[src/hdl/complex_fir_filter_assert.svh]
// Assertion macros used by the top-level filter RTL.
`ifndef COMPLEX_FIR_FILTER_ASSERT_SVH
`define COMPLEX_FIR_FILTER_ASSERT_SVH

// Same-cycle implication, checked at every rising edge outside reset.
`define CFF_ASSERT_IMPLY(lbl, clk, rst, ante, cons, msg) \
  lbl: assert property (@(posedge clk) disable iff (rst) (ante) |-> (cons)) \
    else $error(msg);

// Next-cycle implication, checked at every rising edge outside reset.
`define CFF_ASSERT_NEXT(lbl, clk, rst, ante, cons, msg) \
  lbl: assert property (@(posedge clk) disable iff (rst) (ante) |=> (cons)) \
    else $error(msg);

`endif

[src/hdl/cff_pkg.sv]
`timescale 1ns / 1ps
`default_nettype none

package cff_pkg;

  localparam int MAX_TAPS_DEF = 64;
  localparam int TAPS_RESET   = 64;
  localparam int CFG_W        = 7;
  localparam int DATA_W       = 16;
  localparam int FRAC_W       = 15;
  localparam int IDX_W        = 6;
  localparam int PROD_W       = 2 * DATA_W;

  // Input tdata: sample_re, sample_im, coef_index, coef_re, coef_im, zero pad
  localparam int OFS_S_IM     = DATA_W;
  localparam int OFS_IDX      = 2 * DATA_W;
  localparam int OFS_C_RE     = OFS_IDX + IDX_W;
  localparam int OFS_C_IM     = OFS_C_RE + DATA_W;
  localparam int S_FIELDS_W   = OFS_C_IM + DATA_W;
  localparam int S_TDATA_W    = ((S_FIELDS_W + 7) / 8) * 8;
  localparam int M_TDATA_W    = 2 * DATA_W;

  localparam logic OP_FILTER  = 1'b0;
  localparam logic OP_LOAD    = 1'b1;

  typedef enum logic [2:0] {
    ST_CLEAR,
    ST_IDLE,
    ST_RUN,
    ST_DRAIN,
    ST_DONE
  } state_t;

  // Control that travels alongside the registered memory read data
  typedef struct packed {
    logic start;
    logic valid;
    logic last;
  } mac_ctrl_t;

endpackage

`default_nettype wire

[src/hdl/cff_mac.sv]
`timescale 1ns / 1ps
`default_nettype none

module cff_mac #(
  parameter int MAX_TAPS = cff_pkg::MAX_TAPS_DEF
) (
  input  logic                          clk,
  input  logic                          rst,
  input  cff_pkg::mac_ctrl_t            ctrl,
  input  logic [2*cff_pkg::DATA_W-1:0]  smp,
  input  logic [2*cff_pkg::DATA_W-1:0]  tap,
  output logic                          done,
  output logic [cff_pkg::DATA_W-1:0]    res_re,
  output logic [cff_pkg::DATA_W-1:0]    res_im
);
  import cff_pkg::*;

  localparam int ACC_W = PROD_W + 1 + $clog2(MAX_TAPS);
  localparam logic signed [ACC_W:0] RND    = (ACC_W+1)'(1 << (FRAC_W - 1));
  localparam logic signed [ACC_W:0] SAT_HI = (ACC_W+1)'((1 << (DATA_W - 1)) - 1);
  localparam logic signed [ACC_W:0] SAT_LO = ~SAT_HI;

  logic signed [DATA_W-1:0] sr, si, cr, ci;
  logic signed [PROD_W-1:0] pr_rr, pr_ii, pr_ri, pr_ir;
  logic                     p_valid, p_last;
  logic signed [ACC_W-1:0]  acc_re, acc_im;

  function automatic logic [DATA_W-1:0] sat_round(input logic signed [ACC_W-1:0] a);
    logic signed [ACC_W:0] v;
    logic signed [ACC_W:0] q;
    v = (ACC_W+1)'(a) + RND;
    q = v >>> FRAC_W;
    if (q > SAT_HI) begin
      return SAT_HI[DATA_W-1:0];
    end else if (q < SAT_LO) begin
      return SAT_LO[DATA_W-1:0];
    end
    return q[DATA_W-1:0];
  endfunction

  assign sr = signed'(smp[DATA_W-1:0]);
  assign si = signed'(smp[2*DATA_W-1:DATA_W]);
  assign cr = signed'(tap[DATA_W-1:0]);
  assign ci = signed'(tap[2*DATA_W-1:DATA_W]);

  // Stage 1: four partial products of the complex multiply
  always_ff @(posedge clk) begin
    if (rst) begin
      p_valid <= 1'b0;
      p_last  <= 1'b0;
    end else begin
      p_valid <= ctrl.valid;
      p_last  <= ctrl.last;
    end
    pr_rr <= sr * cr;
    pr_ii <= si * ci;
    pr_ri <= sr * ci;
    pr_ir <= si * cr;
  end

  // Stage 2: accumulate at full width
  always_ff @(posedge clk) begin
    if (rst) begin
      done <= 1'b0;
    end else if (ctrl.start) begin
      done <= 1'b0;
    end else if (p_valid && p_last) begin
      done <= 1'b1;
    end
    if (ctrl.start) begin
      acc_re <= '0;
      acc_im <= '0;
    end else if (p_valid) begin
      acc_re <= acc_re + ACC_W'(pr_rr) - ACC_W'(pr_ii);
      acc_im <= acc_im + ACC_W'(pr_ri) + ACC_W'(pr_ir);
    end
  end

  assign res_re = sat_round(acc_re);
  assign res_im = sat_round(acc_im);

endmodule

`default_nettype wire

[config.mk]
export PLATFORM = sky130hd
export DESIGN_NAME = cff_mac
export DESIGN_NICKNAME = d
export VERILOG_FILES = /design/src/hdl/complex_fir_filter_assert.svh /design/src/hdl/cff_pkg.sv /design/src/hdl/cff_mac.sv
export SDC_FILE = /design/constraint.sdc
export NUM_CORES = 2
export LEC_CHECK = 0
export ABC_AREA = 1
export ABC_CLOCK_PERIOD_IN_PS = 7400
export BUFFER_PORTS_ARGS = -buffer_cell sky130_fd_sc_hd__buf_2
export CELL_PAD_IN_SITES_DETAIL_PLACEMENT = 2
export CELL_PAD_IN_SITES_GLOBAL_PLACEMENT = 2
export CORE_MARGIN = 2
export CORE_UTILIZATION = 40
export CTS_BUF_LIST = sky130_fd_sc_hd__clkbuf_4 sky130_fd_sc_hd__clkbuf_8
export CTS_CLUSTER_DIAMETER = 40
export DETAILED_ROUTE_END_ITERATION = 8
export GPL_TIMING_DRIVEN = 0
export PLACE_DENSITY = 0.82
export RECOVER_POWER = 100
export SETUP_SLACK_MARGIN = 0.5
export SLEW_MARGIN = 20
export SYNTH_ARGS = -nofsm -noshare
export SYNTH_HDL_FRONTEND = slang
export SYNTH_SLANG_ARGS = --single-unit
[constraint.sdc]
create_clock -name clk -period 7.4 [get_ports clk]
set_input_delay 1.48 -clock clk [delete_from_list [all_inputs] [get_ports clk]]
set_output_delay 1.48 -clock clk [all_outputs]
set_load 0.01 [all_outputs]
# After elaboration in Yosys (flattened, before gate mapping)
# Cells that the tools add are included.
dict set report totals {
  input_bits 69
  regBits 209
  wordCells 35
}
dict set report classes {
  mul 4
  magnitude_cmp 4
  mux 10
  n_reduce_logical 2
  addsub 6
}
# op n
set ops {}
lappend ops {{$mul A16 B16 Y32} 4}
lappend ops {{$add A39 B32 Y39} 3}
lappend ops {{$mux W16} 6}
lappend ops {{$add A39 B16 Y40 const B} 2}
lappend ops {{$gt A25 B16 Y1 const B} 2}
lappend ops {{$lt A25 B16 Y1 const B} 2}
lappend ops {{$sub A39 B32 Y39} 1}
lappend ops {{$mux W1} 4}
lappend ops {{$reduce_or A2 Y1} 1}
lappend ops {{$logic_and A1 B1 Y1} 1}

# Logic depth before layout (Yosys ltp)
dict set report logic_depth {
  word_depth 5
  mapped_depth 26
}

# Worst setup path after synthesis
# OpenSTA, ideal clock, no wires.
dict set report synth_path {
  path_type {input -> register}
  from {input smp[15] (netlist name)}
  to {register pr_rr[31]}
  t_arrival_ps 6493
  stages 21
  setup_ps 112
  required_ps 7288
  slack_ps 795
  path_buffers 1
  path_cell_list {clkbuf_1 nand2_1 inv_1 fa_1 fa_1 fa_1 fa_1 fa_1 inv_1 fa_1 inv_1 ha_1 a21oi_1 o21ai_0 a21oi_1 or2_2 nand2_1 a21oi_1 inv_1 nand2_1 nand2_1}
}
dict set report synth_between {
  elab_chain_cells 1
}
# element line
set synth_lines {}
lappend synth_lines {{start, declared} cff_mac.sv:10} ;# input logic [2*cff_pkg::DATA_W-1:0] smp,
lappend synth_lines {{$mul A16 B16 Y32} cff_mac.sv:55} ;# pr_rr <= sr * cr;
lappend synth_lines {{end signal, assigned} cff_mac.sv:55}
lappend synth_lines {{end, declared} cff_mac.sv:24} ;# logic signed [PROD_W-1:0] pr_rr, pr_ii, pr_ri, pr_ir;
# Every way passes these cells.
# A chain may end at the register's enable or synchronous reset.

# Final worst setup path
dict set report layout_path {
  from {input smp[10] (netlist name)}
  to {register pr_ri[27]}
}
dict set report layout_between {
  elab_chain_cells 1
}
# element line
set layout_lines {}
lappend layout_lines {{$mul A16 B16 Y32} cff_mac.sv:57} ;# pr_ri <= sr * ci;
lappend layout_lines {{end signal, assigned} cff_mac.sv:57}
lappend layout_lines {{end, declared} cff_mac.sv:24}
# Every way passes these cells.

==> flow_summary.yaml <==
outcome:
  status: "finished, final reports clean"
synth:
  synth.largest_area_cell: "fa_1"
  yosysTopAreaCellShare_pct: 40.3
  synth_nets: 9068
  ys.flop_type: "dfxtp_1"
  syn-instance-count: 7466
  avgSynthCellArea_um2: 7.48
  async_flop_share_pct: 0
  synth.area.top_cells: "fa_1, inv_1, nand2_1"
  seq_area_frac_synth_pct: 7.49
  synth-edff-count: 0
  syn_area_um2: 55800
  synth_cell_types: 48
  yosys_register_bits: 209
  ys_warn_count: 0
floorplan:
  die_w_um: 378
  ios: 102
  core_um2: 139000
  initial_core_util_pct: 40.2
  rows: 137
  fp.dieH_um: 378
  die_area_um2: 143000
drt:
  routed_via_density: 5.30
  vias: 50564
  routed_wirelength_um: 263000
  dr.pass1.iters: 5
  drtAntennaViolNets: 0
  dr.first_iter.drc_count: 3203
  route.detailed.drc: 0
  wire_per_inst_um: 27.6
grt:
  grt_pass1_vias: 58875
  grt_overflow_total: 0
  grt_util_met1_pct: 44.1
  antenna_found_initial: 16
  top_usage_layer: "met2"
  grt_use_met2_pct: 62.7
  grtUsageTotal_pct: 36.6
  grt_pass1_wl_um: 379000
  gr-usage-met3_pct: 5.23
  grt_max_degree: 12
job:
  maxCapViolCount: 0
cts:
  cts.reportedPaths.clkPinSlew_ns: 0.08
  cts-buffers-inserted: 36
  cts_tree: "built"
  insertion_delay_ns: 0.60
  cts_root_buffer: "clkbuf_8"
  clockBufferDepth: 3
  cts.sinks: 209
  hold_buffers: 0
  h-tree-depth: 2
setup_path:
  path_cells: "clkbuf_1 > clkbuf_2 > nand2_1 > fa_1 > inv_1 > fa_1 > fa_1 > fa_1 > fa_1 > inv_1 > fa_2 > inv_1 > ha_4 > nand2_1 > nor2_1 > inv_1 > nor2_1 > nand3_1 > o2111ai_1 > xor2_1"
  cp.required_ns: 7.87
  slowest_stage: "fa_1"
  crit_path_start_kind: "input pin"
  critical-path-top-delay-family: "adder cells"
  path_common_cell: "fa_1"
  worst-setup-path-type: "in2reg"
  critPathArrivalTime_ns: 7.64
  end_kind: "flip-flop"
  path_buf_inv: 6
  slowest_delay_ns: 0.64
  critPathMaxFanout: 10
final_layout:
  drive_above_1_share_pct: 6.91
  nets: 9226
  multi_input_area_um2: 43300
  num-fill-cells: 16333
  layout_common_cells: "inv_1, nand2_1, fa_1"
  seq_area_um2: 4180
  final_common_cell: "inv_1"
  syn2layout_area_growth_pct: 9.52
timing:
  skew_ns: 0.0303
  rsz0062_at_grt: "yes"
  hold_violations: 0
  whs_ns: 0.488
  fin_tns_setup_ns: 0
  tightest_slew_ns: 1.12
  min_period_ns: 7.17
  setup_violations: 0
  maxSlewHeadroom_pct: 25.4
  fmax_ghz: 0.139
  fin_crit_sh_pct: 96.9
  final_max_slew_viol_count: 0
placed_design:
  numPortBuffers: 98
  hpwl_um: 224000
  place_congestion: 1.03
worst_hold_path:
  hold_path_class: "reg2reg"
[area by class of cell]
cell class,count,area share [%]
timing repair buffer,120,1.07
multi-input combinational,4852,70.9
sequential,209,6.84
clock inverter,19,0.454
tap,1876,3.84
clock buffer,46,1.01
antenna,7,0.0286
inverter,2184,13.4
buffer,221,2.45
[worst paths after layout]
kind	slack (ns)	to	cells after the start	startpoint
hold / removal	0.49	acc_re[0]$_SDFFE_PP0P_	2	acc_re[0]$_SDFFE_PP0P_
setup / recovery	0.23	pr_ri[27]$_DFF_P_	20	smp[10]
setup reg to reg	3.60	acc_re[26]$_SDFFE_PP0P_	18	acc_re[0]$_SDFFE_PP0P_
hold reg to reg	0.49	acc_re[0]$_SDFFE_PP0P_	2	acc_re[0]$_SDFFE_PP0P_
[flip-flops by register name, summed over array words and instances (netlist names)]
| signal | cells |
|---|---|
| acc_re | 39 |
| pr_ii | 32 |
| p_last | 1 |
| acc_im | 39 |
| p_valid | 1 |
| pr_ri | 32 |
| pr_rr | 32 |
| pr_ir | 32 |
| done | 1 |
[worst reg2reg max path, stage by stage, from the launching register on]
cell	delay (ns)
dfxtp_1	0.32
inv_1	0.05
ha_1	0.26
inv_1	0.06
ha_1	0.26
inv_1	0.10
fa_1	0.46
inv_1	0.11
nand3_1	0.08
nand2_1	0.25
inv_1	0.13
o21ai_0	0.61
nand2_1	0.11
nand2_1	0.22
nand2_1	0.17
nand3_1	0.12
nand3_1	0.19
nand2_1	0.15
inv_1	0.04
[synthesized netlist by cell type, types with 6 or more instances]
cell type     n
xor2_1      133
ha_1        408
o211ai_1     11
inv_1      2179
a31oi_1      12
xnor2_1      60
nand2_2      11
or2_2        10
nand3b_1      6
o21ai_0     172
nand3_1     184
clkbuf_1    213
a221oi_1      7
nand2_1    1850
a21oi_1     264
fa_1       1125
o21bai_1     21
nor3_1       33
nand4_1      54
dfxtp_1     209
o21a_1        6
a21boi_0     12
nor2_1      404
a21o_1       25
[what timing repair did]
item                                    in CTS  in global routing
resized for setup                          326                300
pin swaps                                    9                 18
buffers inserted                             6                 16
endpoints found under the setup margin      71                 58
gates cloned                                 0                  0
[logic make-up (layout without fill, tap and decap cells)]
group	after synthesis	after routing	synth area share (%)
AOI/OAI and AO/OA	552	552	5.46
xor gates and xnor gates	193	193	3.03
adders and majority gates	1533	1533	49.5
buffers and inverters	2405	2590	16.2
DFF	209	209	7.49
other	0	7	0
and+or+nand+nor	2574	2574	18.3
[through the flow]
stage / area [um2] / std cells / util (%) / setup WS (ns)
3_3_place_gp: 58700 / 9440 / 42.2 / -1.87
3_5_place_dp: 58700 / 9440 / 42.2 / -1.98
2_1_floorplan: 55800 / 7466 / - / 0.795
6_report: 61200 / 9534 / 44.0 / 0.228
4_1_cts: 60500 / 9511 / 43.5 / 0.414
5_1_grt: 61200 / 9532 / 44.0 / 0.234
[per-layer routing]
metal | up-vias | share of wire [%]
li1 | 21823 | -
met1 | 26440 | 39
met2 | 1671 | 48
met3 | 626 | 6.0
met4 | 4 | 7.2
met5 | - | 0.011
Power is not shown: default switching activity piles up to over one toggle a cycle in this logic, so the estimate is an artifact.
